<file path="config.mk">
export PLATFORM = sky130hd
export DESIGN_NAME = sorted_address_reply_table
export DESIGN_NICKNAME = d
export VERILOG_FILES = /design/src/rtl/sart_pkg.sv /design/src/rtl/sart_store.sv /design/src/rtl/sart_ctrl.sv /design/src/rtl/sorted_address_reply_table.sv
export SDC_FILE = /design/constraint.sdc
export NUM_CORES = 2
export LEC_CHECK = 0
export ABC_CLOCK_PERIOD_IN_PS = 7100
export BUFFER_PORTS_ARGS = -buffer_cell sky130_fd_sc_hd__clkbuf_2
export CAP_MARGIN = 20
export CORE_UTILIZATION = 45
export DETAILED_ROUTE_END_ITERATION = 10
export PLACE_DENSITY = 0.61
export SYNTH_ARGS = -nofsm -noshare
export SYNTH_HDL_FRONTEND = slang
export SYNTH_SLANG_ARGS = --single-unit
</file>
<file path="constraint.sdc">
create_clock -name i_clk -period 7.1 [get_ports i_clk]
set_input_delay 1.42 -clock i_clk [delete_from_list [all_inputs] [get_ports i_clk]]
set_output_delay 1.42 -clock i_clk [all_outputs]
set_load 0.05 [all_outputs]
</file>
<file path="src/rtl/sart_pkg.sv">
// ----------------------------------------------------------------------------
// sart_pkg
// shared types and constants of the sorted address reply table
// ----------------------------------------------------------------------------
`default_nettype none

package sart_pkg;

    // default number of table entries
    localparam int TABLE_DEPTH = 64;

    // fixed field widths
    localparam int ADDR_W  = 32;
    localparam int ID_W    = 16;
    localparam int BYTE_W  = 8;
    localparam int CNT_OUT = 7;

    // command carried in tuser
    typedef enum logic [2:0] {
        K_ADD       = 3'd0,
        K_DELETE    = 3'd1,
        K_QUERY     = 3'd2,
        K_CLEAR     = 3'd3,
        K_REPLY     = 3'd4,
        K_SEND_FAIL = 3'd5,
        K_REPORT    = 3'd6
    } t_kind;

    // result status code
    typedef enum logic [1:0] {
        S_DONE    = 2'd0,
        S_ABSENT  = 2'd1,
        S_FULL    = 2'd2,
        S_PRESENT = 2'd3
    } t_status;

    // reply status kept per entry
    typedef enum logic [1:0] {
        R_NONE      = 2'd0,
        R_OK        = 2'd1,
        R_SEND_FAIL = 2'd2,
        R_ERROR     = 2'd3
    } t_reply;

    // write enables toward the table memories
    typedef struct packed {
        logic addr_we;
        logic stat_we;
    } t_mem_we;

    // one result word before packing
    typedef struct packed {
        t_status              status;
        logic                 answered;
        logic [CNT_OUT-1:0]   entry_count;
        logic [CNT_OUT-1:0]   count_ok;
        logic [CNT_OUT-1:0]   count_error;
        logic [CNT_OUT-1:0]   count_send_fail;
        logic [CNT_OUT-1:0]   count_unanswered;
    } t_result;

endpackage

`default_nettype wire

</file>
<file path="src/rtl/sart_store.sv">
// ----------------------------------------------------------------------------
// sart_store
// address and reply status memories, one write and one registered read port
// ----------------------------------------------------------------------------
`default_nettype none

module sart_store #(
    parameter int DEPTH = sart_pkg::TABLE_DEPTH,
    localparam int AW   = (DEPTH > 1) ? $clog2(DEPTH) : 1
) (
    input  wire logic                        i_clk,
    input  wire logic [AW-1:0]               i_raddr,
    input  wire logic [AW-1:0]               i_waddr,
    input  wire sart_pkg::t_mem_we           i_we,
    input  wire logic [sart_pkg::ADDR_W-1:0] i_wdata_addr,
    input  wire sart_pkg::t_reply            i_wdata_stat,
    output      logic [sart_pkg::ADDR_W-1:0] o_rdata_addr,
    output      sart_pkg::t_reply            o_rdata_stat
);

    logic [sart_pkg::ADDR_W-1:0] r_addr_mem [DEPTH];
    sart_pkg::t_reply            r_stat_mem [DEPTH];

    // address memory
    always_ff @(posedge i_clk) begin
        if (i_we.addr_we) begin
            r_addr_mem[i_waddr] <= i_wdata_addr;
        end
        o_rdata_addr <= r_addr_mem[i_raddr];
    end

    // reply status memory
    always_ff @(posedge i_clk) begin
        if (i_we.stat_we) begin
            r_stat_mem[i_waddr] <= i_wdata_stat;
        end
        o_rdata_stat <= r_stat_mem[i_raddr];
    end

endmodule

`default_nettype wire

</file>
<file path="src/rtl/sart_ctrl.sv">
// ----------------------------------------------------------------------------
// sart_ctrl
// sequencer: binary search, entry shifting, status walks and result build
// ----------------------------------------------------------------------------
`default_nettype none

module sart_ctrl #(
    parameter int DEPTH = sart_pkg::TABLE_DEPTH,
    localparam int AW   = (DEPTH > 1) ? $clog2(DEPTH) : 1,
    localparam int CW   = $clog2(DEPTH + 1)
) (
    input  wire logic                        i_clk,
    input  wire logic                        i_rst_n,
    // command
    input  wire logic                        i_start,
    input  wire sart_pkg::t_kind             i_kind,
    input  wire logic [sart_pkg::ADDR_W-1:0] i_key,
    input  wire logic                        i_reply_match,
    output      logic                        o_idle,
    // result
    output      logic                        o_res_valid,
    input  wire logic                        i_res_ready,
    output      sart_pkg::t_result           o_res,
    // memory port
    output      logic [AW-1:0]               o_raddr,
    output      logic [AW-1:0]               o_waddr,
    output      sart_pkg::t_mem_we           o_we,
    output      logic [sart_pkg::ADDR_W-1:0] o_wdata_addr,
    output      sart_pkg::t_reply            o_wdata_stat,
    input  wire logic [sart_pkg::ADDR_W-1:0] i_rdata_addr,
    input  wire sart_pkg::t_reply            i_rdata_stat
);

    typedef enum logic [7:0] {
        ST_IDLE   = 8'b0000_0001,
        ST_SEARCH = 8'b0000_0010,
        ST_PROBE  = 8'b0000_0100,
        ST_CHECK  = 8'b0000_1000,
        ST_MOVE   = 8'b0001_0000,
        ST_PUT    = 8'b0010_0000,
        ST_WALK   = 8'b0100_0000,
        ST_DONE   = 8'b1000_0000
    } t_state;

    localparam int CO = sart_pkg::CNT_OUT;

    t_state                      r_state, n_state;
    logic [CW-1:0]               r_count, n_count;
    logic                        r_rd_v, n_rd_v;
    sart_pkg::t_kind             r_kind, n_kind;
    logic [sart_pkg::ADDR_W-1:0] r_key, n_key;
    logic                        r_match, n_match;
    logic [CW-1:0]               r_lo, n_lo;
    logic [CW-1:0]               r_hi, n_hi;
    logic [AW-1:0]               r_src, n_src;
    logic [AW-1:0]               r_dst, n_dst;
    logic [CW-1:0]               r_left, n_left;
    sart_pkg::t_status           r_status, n_status;
    logic                        r_answered, n_answered;
    logic [CO-1:0]               r_c_ok, n_c_ok;
    logic [CO-1:0]               r_c_err, n_c_err;
    logic [CO-1:0]               r_c_sf, n_c_sf;
    logic [CO-1:0]               r_c_none, n_c_none;

    logic [CW-1:0]               mid;
    logic                        found;
    logic                        ins;

    assign mid   = r_lo + ((r_hi - r_lo) >> 1);
    assign found = (r_lo < r_count) && (i_rdata_addr == r_key);
    assign ins   = (r_kind == sart_pkg::K_ADD);

    // next state and memory access
    always_comb begin
        n_state      = r_state;
        n_count      = r_count;
        n_rd_v       = 1'b0;
        n_kind       = r_kind;
        n_key        = r_key;
        n_match      = r_match;
        n_lo         = r_lo;
        n_hi         = r_hi;
        n_src        = r_src;
        n_dst        = r_dst;
        n_left       = r_left;
        n_status     = r_status;
        n_answered   = r_answered;
        n_c_ok       = r_c_ok;
        n_c_err      = r_c_err;
        n_c_sf       = r_c_sf;
        n_c_none     = r_c_none;
        o_raddr      = AW'(r_lo);
        o_waddr      = r_dst;
        o_we         = '0;
        o_wdata_addr = i_rdata_addr;
        o_wdata_stat = i_rdata_stat;
        o_res_valid  = 1'b0;

        unique case (r_state)
            ST_IDLE: begin
                if (i_start) begin
                    n_kind     = i_kind;
                    n_key      = i_key;
                    n_match    = i_reply_match;
                    n_status   = sart_pkg::S_DONE;
                    n_answered = 1'b0;
                    n_c_ok     = '0;
                    n_c_err    = '0;
                    n_c_sf     = '0;
                    n_c_none   = '0;
                    n_lo       = '0;
                    n_hi       = r_count;
                    n_src      = '0;
                    n_left     = r_count;
                    unique case (i_kind)
                        sart_pkg::K_ADD, sart_pkg::K_DELETE, sart_pkg::K_QUERY,
                        sart_pkg::K_REPLY, sart_pkg::K_SEND_FAIL: begin
                            n_state = ST_SEARCH;
                        end
                        sart_pkg::K_CLEAR, sart_pkg::K_REPORT: begin
                            n_state = ST_WALK;
                        end
                        default: begin
                            n_state = ST_DONE;
                        end
                    endcase
                end
            end

            // issue a probe read, or read the lower bound when narrowed
            ST_SEARCH: begin
                if (r_lo < r_hi) begin
                    o_raddr = AW'(mid);
                    n_state = ST_PROBE;
                end else begin
                    o_raddr = AW'(r_lo);
                    n_state = ST_CHECK;
                end
            end

            // halve the range on the probed address
            ST_PROBE: begin
                if (i_rdata_addr < r_key) begin
                    n_lo = mid + CW'(1);
                end else begin
                    n_hi = mid;
                end
                n_state = ST_SEARCH;
            end

            // act on the lower bound entry
            ST_CHECK: begin
                n_state = ST_DONE;
                o_waddr = AW'(r_lo);
                unique case (r_kind)
                    sart_pkg::K_ADD: begin
                        if (found) begin
                            n_status = sart_pkg::S_PRESENT;
                        end else if (r_count == CW'(DEPTH)) begin
                            n_status = sart_pkg::S_FULL;
                        end else begin
                            n_src   = AW'(r_count - CW'(1));
                            n_left  = r_count - r_lo;
                            n_state = ST_MOVE;
                        end
                    end
                    sart_pkg::K_DELETE: begin
                        if (!found) begin
                            n_status = sart_pkg::S_ABSENT;
                        end else begin
                            n_src   = AW'(r_lo + CW'(1));
                            n_left  = r_count - r_lo - CW'(1);
                            n_state = ST_MOVE;
                        end
                    end
                    sart_pkg::K_QUERY: begin
                        if (!found) begin
                            n_status = sart_pkg::S_ABSENT;
                        end else begin
                            n_answered = (i_rdata_stat == sart_pkg::R_OK);
                        end
                    end
                    sart_pkg::K_REPLY: begin
                        if (!found) begin
                            n_status = sart_pkg::S_ABSENT;
                        end else begin
                            o_we.stat_we = 1'b1;
                            o_wdata_stat = r_match ? sart_pkg::R_OK : sart_pkg::R_ERROR;
                        end
                    end
                    sart_pkg::K_SEND_FAIL: begin
                        if (!found) begin
                            n_status = sart_pkg::S_ABSENT;
                        end else begin
                            o_we.stat_we = 1'b1;
                            o_wdata_stat = sart_pkg::R_SEND_FAIL;
                        end
                    end
                    default: begin
                        n_status = sart_pkg::S_DONE;
                    end
                endcase
            end

            // shift entries one place, read and write overlapped
            ST_MOVE: begin
                if (r_rd_v) begin
                    o_we.addr_we = 1'b1;
                    o_we.stat_we = 1'b1;
                end
                if (r_left != '0) begin
                    o_raddr = r_src;
                    n_src   = ins ? r_src - AW'(1) : r_src + AW'(1);
                    n_dst   = ins ? r_src + AW'(1) : r_src - AW'(1);
                    n_left  = r_left - CW'(1);
                    n_rd_v  = 1'b1;
                end else if (!r_rd_v) begin
                    if (ins) begin
                        n_state = ST_PUT;
                    end else begin
                        n_count = r_count - CW'(1);
                        n_state = ST_DONE;
                    end
                end
            end

            // new entry goes into the opened slot
            ST_PUT: begin
                o_waddr      = AW'(r_lo);
                o_we.addr_we = 1'b1;
                o_we.stat_we = 1'b1;
                o_wdata_addr = r_key;
                o_wdata_stat = sart_pkg::R_NONE;
                n_count      = r_count + CW'(1);
                n_state      = ST_DONE;
            end

            // clear or tally every held status
            ST_WALK: begin
                if (r_left != '0) begin
                    o_raddr = r_src;
                    if (r_kind == sart_pkg::K_CLEAR) begin
                        o_waddr      = r_src;
                        o_we.stat_we = 1'b1;
                        o_wdata_stat = sart_pkg::R_NONE;
                    end
                    n_rd_v = (r_kind == sart_pkg::K_REPORT);
                    n_src  = r_src + AW'(1);
                    n_left = r_left - CW'(1);
                end else if (!r_rd_v) begin
                    n_state = ST_DONE;
                end
                if (r_rd_v) begin
                    unique case (i_rdata_stat)
                        sart_pkg::R_OK:        n_c_ok   = r_c_ok + CO'(1);
                        sart_pkg::R_ERROR:     n_c_err  = r_c_err + CO'(1);
                        sart_pkg::R_SEND_FAIL: n_c_sf   = r_c_sf + CO'(1);
                        default:               n_c_none = r_c_none + CO'(1);
                    endcase
                end
            end

            // hold the result until the output register takes it
            ST_DONE: begin
                o_res_valid = 1'b1;
                if (i_res_ready) begin
                    n_state = ST_IDLE;
                end
            end

            default: begin
                n_state = ST_IDLE;
            end
        endcase
    end

    // control registers
    always_ff @(posedge i_clk) begin
        if (!i_rst_n) begin
            r_state <= ST_IDLE;
            r_count <= '0;
            r_rd_v  <= 1'b0;
        end else begin
            r_state <= n_state;
            r_count <= n_count;
            r_rd_v  <= n_rd_v;
        end
    end

    // working registers
    always_ff @(posedge i_clk) begin
        r_kind     <= n_kind;
        r_key      <= n_key;
        r_match    <= n_match;
        r_lo       <= n_lo;
        r_hi       <= n_hi;
        r_src      <= n_src;
        r_dst      <= n_dst;
        r_left     <= n_left;
        r_status   <= n_status;
        r_answered <= n_answered;
        r_c_ok     <= n_c_ok;
        r_c_err    <= n_c_err;
        r_c_sf     <= n_c_sf;
        r_c_none   <= n_c_none;
    end

    // result word
    always_comb begin
        o_res.status           = r_status;
        o_res.answered         = r_answered;
        o_res.entry_count      = CO'(r_count);
        o_res.count_ok         = r_c_ok;
        o_res.count_error      = r_c_err;
        o_res.count_send_fail  = r_c_sf;
        o_res.count_unanswered = r_c_none;
    end

    assign o_idle = (r_state == ST_IDLE);

endmodule

`default_nettype wire

</file>
<file path="src/rtl/sorted_address_reply_table.sv">
// ----------------------------------------------------------------------------
// sorted_address_reply_table
// sorted IPv4 address table with per-address echo reply status
// ----------------------------------------------------------------------------
// Each input word is one command on a table of up to DEPTH addresses kept in
// ascending order in a memory with one registered read and one write port.
// Commands run one at a time. Add, delete, query, reply and send-failure
// first binary search the table through the read port, each step issuing a
// probe read and then halving the range on the probed address. Add then
// shifts the n-p entries above the insert point p, n being the held entries,
// drains the last shift and writes the new entry; delete shifts n-p-1
// entries. Clear walks all n entries one per cycle; report also waits for
// the last read. Every command is taken in the idle state and ends with the
// handoff to the output register. No clearing pass follows reset; a slot
// past the held entries may be read, but what it holds is never used. A
// result waiting at the output does not stop the next command from being
// taken.
// ----------------------------------------------------------------------------
`default_nettype none

module sorted_address_reply_table #(
    parameter int DEPTH = sart_pkg::TABLE_DEPTH
) (
    input  wire logic        i_clk,
    input  wire logic        i_rst_n,
    // echo id register
    input  wire logic        i_cfg_wr_en,
    input  wire logic [15:0] i_cfg_wr_data,
    // command stream
    input  wire logic        i_s_tvalid,
    output      logic        o_s_tready,
    input  wire logic [63:0] i_s_tdata,  // address, reply_id, reply_type, reply_code
    input  wire logic [2:0]  i_s_tuser,  // kind
    // result stream
    output      logic        o_m_tvalid,
    input  wire logic        i_m_tready,
    output      logic [39:0] o_m_tdata   // status, answered, entry_count, count_ok,
                                         // count_error, count_send_fail,
                                         // count_unanswered, zero fill
);

    localparam int AW = (DEPTH > 1) ? $clog2(DEPTH) : 1;

    logic [sart_pkg::ID_W-1:0]   r_echo_id;
    logic                        start;
    logic                        reply_match;
    logic                        idle;
    logic                        res_valid;
    logic                        res_ready;
    sart_pkg::t_result           res;
    logic [AW-1:0]               raddr;
    logic [AW-1:0]               waddr;
    sart_pkg::t_mem_we           we;
    logic [sart_pkg::ADDR_W-1:0] wdata_addr;
    sart_pkg::t_reply            wdata_stat;
    logic [sart_pkg::ADDR_W-1:0] rdata_addr;
    sart_pkg::t_reply            rdata_stat;
    logic                        r_m_valid;
    logic [39:0]                 r_m_data;

    // echo id register
    always_ff @(posedge i_clk) begin
        if (!i_rst_n) begin
            r_echo_id <= '0;
        end else if (i_cfg_wr_en) begin
            r_echo_id <= i_cfg_wr_data;
        end
    end

    // input handshake and reply check
    assign o_s_tready  = idle;
    assign start       = i_s_tvalid && idle;
    assign reply_match = (i_s_tdata[47:32] == r_echo_id) && (i_s_tdata[55:48] == 8'd0)
                         && (i_s_tdata[63:56] == 8'd0);

    sart_ctrl #(
        .DEPTH (DEPTH)
    ) u_ctrl (
        .i_clk         (i_clk),
        .i_rst_n       (i_rst_n),
        .i_start       (start),
        .i_kind        (sart_pkg::t_kind'(i_s_tuser)),
        .i_key         (i_s_tdata[31:0]),
        .i_reply_match (reply_match),
        .o_idle        (idle),
        .o_res_valid   (res_valid),
        .i_res_ready   (res_ready),
        .o_res         (res),
        .o_raddr       (raddr),
        .o_waddr       (waddr),
        .o_we          (we),
        .o_wdata_addr  (wdata_addr),
        .o_wdata_stat  (wdata_stat),
        .i_rdata_addr  (rdata_addr),
        .i_rdata_stat  (rdata_stat)
    );

    sart_store #(
        .DEPTH (DEPTH)
    ) u_store (
        .i_clk        (i_clk),
        .i_raddr      (raddr),
        .i_waddr      (waddr),
        .i_we         (we),
        .i_wdata_addr (wdata_addr),
        .i_wdata_stat (wdata_stat),
        .o_rdata_addr (rdata_addr),
        .o_rdata_stat (rdata_stat)
    );

    // output register
    assign res_ready = !r_m_valid || i_m_tready;

    always_ff @(posedge i_clk) begin
        if (!i_rst_n) begin
            r_m_valid <= 1'b0;
        end else if (res_valid && res_ready) begin
            r_m_valid <= 1'b1;
        end else if (i_m_tready) begin
            r_m_valid <= 1'b0;
        end
    end

    always_ff @(posedge i_clk) begin
        if (res_valid && res_ready) begin
            r_m_data <= {2'b00, res.count_unanswered, res.count_send_fail,
                         res.count_error, res.count_ok, res.entry_count,
                         res.answered, res.status};
        end
    end

    assign o_m_tvalid = r_m_valid;
    assign o_m_tdata  = r_m_data;

endmodule

`default_nettype wire

</file>
==> flow_metrics.tcl <==
set metrics [dict create \
    synth_edf_count 2314 \
    async_reset_ff_share_pct 0 \
    slew_headroom_pct 17.5 \
    initial_core_util_pct 45.4 \
    synth_common_cells "edfxtp_1 (2,314), nand2_1 (1,204), a21oi_1 (304)" \
    worstPathRequired_ns 7.88 \
    vias_per_cell 6.12 \
    netlist_area_sq_um 95100 \
    fmax_mhz 164 \
    synthFlopType "edfxtp_1" \
    setup_violations 0 \
    post_cts_buffers 0 \
    yosysSeqAreaShare_pct 74.4 \
    vias 58263 \
    cp_slowest_cell "a2111oi_0" \
    r2r_slack_ns 1.01 \
    ant_nets 0 \
    r2r_end "u_store.o_rdata_addr[16]" \
    combPwrFrac_pct 26.1 \
    yosys_register_bits 2381 \
    cts-resized-gates 0 \
    cpPeakStageDelay_ns 0.85 \
    first_iter_violations 8321 \
    cts_root_buf "clkbuf_16" \
    h-tree-depth 4 \
    path_max_fanout 25 \
    vdd_drop_max_v 0.000318 \
    layout.nets 6659 \
    post-route-min-period_ns 6.09 \
    setup_ws_ns 1.01 \
    reg2reg_from "u_ctrl.r_lo[3]" \
    crit_top_cell "buf_4" \
    overflow 0 \
    row_count 168 \
    cts_tree "yes" \
    dieArea_sq_um 213000 \
    clk_latency_ns 0.88 \
    synth.avg_cell_area_sq_um 15.2 \
    synth_top_cell_area_share_pct 73.0 \
    hold_buffers 0 \
    place_hpwl_um 169000 \
    cap_violations 0 \
    postPlaceCellArea_sq_um 101000 \
    power_density_nw_per_um2 378 \
    finalCritPeriodShare_pct 85.8 \
    r2r_cells 14 \
    antenna_found_initial 28 \
    holdPathStages 0 \
    design.portCount 130 \
    power.internal_w 0.0273 \
    fp.dieW_um 462 \
    synth_cells 6255 \
    ys_top_cells_by_area "edfxtp_1 (73%), mux4_2 (4.8%), nand2_1 (4.7%), a21oi_1 (1.6%), dfxtp_1 (1.4%)" \
    timing.critical_path.cells "inv_1 -> ha_1 -> nand4_1 -> nor2_1 -> or2_2 -> o211ai_4 -> buf_4 -> and2_4 -> buf_12 -> buf_4 -> mux4_2 -> a2111oi_0 -> o21ai_1 -> and4_1" \
    clkTransAtPathRegs_ns 0.07 \
    yosysTopAreaCell "edfxtp_1" \
    p_leak_nw 35.8 \
    post-synth-top-count-cell "edfxtp_1" \
    status "complete, no violations" \
    io_buffer_count 127 \
    critPathKind "reg2reg" \
    grt_pass1_wl_um 404000 \
    yosys.cell_types.count 79 \
    grt_pass1_vias 55451 \
    p_seq_share_pct 44.3 \
    tightest_slew_ns 1.22 \
    tns_ns 0 \
    hold_path.class "reg2reg" \
    start_kind "flip-flop" \
    cts_buffer_depth 3 \
    die_y_um 462 \
    wl_per_cell_um 29.8 \
    endpoint_kind "flip-flop" \
    power.switching_w 0.0136 \
    drive_gt1_share_pct 16.0 \
    fin_skew_ns 0.0419 \
    syn_to_final_growth_pct 13.9 \
    fp.coreArea_sq_um 210000 \
    power_switching_share_pct 33.3 \
    p_clk_share_pct 29.6 \
    drc 0 \
    hold_path.startpoint "u_ctrl.r_status[1]" \
    cts_buffers 232 \
    yosys_warnings 0 \
    grt_max_degree 104 \
    post-place-ws_ns 1.12 \
    hold_viol_final 0 \
    fin_area_sq_um 108000 \
    min_to "o_m_tdata[1]" \
    worst_ep_arrival_time_ns 6.87 \
    slew_violations 0 \
    rsz0062_at_grt "false" \
    firstDrtPassIters 9 \
    place_congestion 0.899 \
    totalWireLength_um 283000 \
    cts.sink_count 2381 \
    track_usage_pct 26.5 \
]
layout by cell type, fill, tap and decap left out, types with 66 or more instances in the layout:
master | netlist | final
edfxtp_1 | 2314 | 2314
nand2_1 | 1204 | 1201
a21oi_1 | 304 | 301
clkbuf_16 | 0 | 233
buf_4 | 17 | 232
nand3_1 | 213 | 211
mux4_2 | 202 | 202
nor2_1 | 253 | 186
clkbuf_2 | 0 | 127
and3_1 | 122 | 122
a211oi_1 | 122 | 122
a2111oi_0 | 117 | 115
a311oi_1 | 99 | 99
a31oi_1 | 94 | 94
o21ai_0 | 116 | 77
mux2i_1 | 74 | 74
dfxtp_1 | 67 | 67
nor2_4 | 0 | 66
worst max path at each step:
| stage | startpoint | endpoint | cells after the start |
|---|---|---|---|
| after floorplan | u_ctrl.r_lo[2] | u_store.r_stat_mem[0][1] | 11 |
| after global placement | u_ctrl.r_lo[3] | u_store.o_rdata_addr[6] | 14 |
| after detailed placement | u_ctrl.r_lo[3] | u_store.o_rdata_addr[2] | 15 |
| after CTS | u_ctrl.r_lo[3] | u_store.o_rdata_addr[2] | 15 |
| after global routing | u_ctrl.r_lo[2] | u_store.o_rdata_addr[2] | 15 |
| final | u_ctrl.r_lo[3] | u_store.o_rdata_addr[16] | 14 |
cell families after synthesis:
kind of cell,Yosys count,share of synthesized area [%]
buffers and inverters,447,2.14
muxes,280,5.61
xor gates and xnor gates,84,0.773
adders and majority gates,68,0.918
and+or+nand+nor,1946,8.79
DFF,2381,74.4
other,1,0.00394
AOI/OAI and AO/OA,1048,7.32
worst max-delay path: cells and delay by family, from the launching register on:
family | cells | cell delay (ns)
mux | 1 | 0.55
compound gates | 3 | 1.53
buf+inv | 4 | 1.23
simple gates | 5 | 1.55
flops | 1 | 0.64
fa+ha+maj | 1 | 0.37
layer usage:
metal / wire (um) / GRT usage (%)
met1: 111000 / 37.1
met2: 132000 / 41.4
met3: 30900 / 5.48
met4: 9480 / 8.60
met5: 135 / 0
sequential cells by signal, indices dropped and copies added, names as in the netlist, 8 cells and up:
| register | flops |
|---|---|
| u_store.o_rdata_addr | 32 |
| u_ctrl.r_key | 32 |
| r_echo_id | 16 |
| o_m_tdata | 38 |
| u_store.r_stat_mem | 128 |
| u_store.r_addr_mem | 2048 |
| u_ctrl.r_state | 8 |
cell type report:
| class | count | area, sq um |
|---|---|---|
| clock buffers | 307 | 6220 |
| fillers | 17183 | 101000 |
| diodes | 6 | 15.0 |
| well taps | 2805 | 3510 |
| inverters | 63 | 236 |
| repair buffers | 397 | 3070 |
| clock inverters | 127 | 1210 |
| multi-input cells | 3428 | 23300 |
| flip-flops and latches | 2381 | 70800 |
through the flow:
stage | hold slack [ns] | power (W) | utilization [%] | instances
CTS | 0.422 | 0.0409 | 51.6 | 9506
floorplan | 0.400 | 0.0243 | - | 6256
finish | 0.420 | 0.0410 | 51.7 | 9514
global route | 0.430 | 0.0422 | 51.7 | 9509
global placement | 0.405 | 0.0288 | 48.1 | 9062
detailed placement | 0.411 | 0.0290 | 48.1 | 9072
power by group through the flow:
stage	Sequential, W	Clock, W	Combinational [W]
after detailed placement	0.0184	0	0.0105
after floorplan	0.0185	0	0.00579
after global placement	0.0184	0	0.0104
after CTS	0.0181	0.0122	0.0106
final	0.0182	0.0121	0.0107
after global routing	0.0182	0.0128	0.0112
No activity file was read; power rests on OpenSTA's default activity.
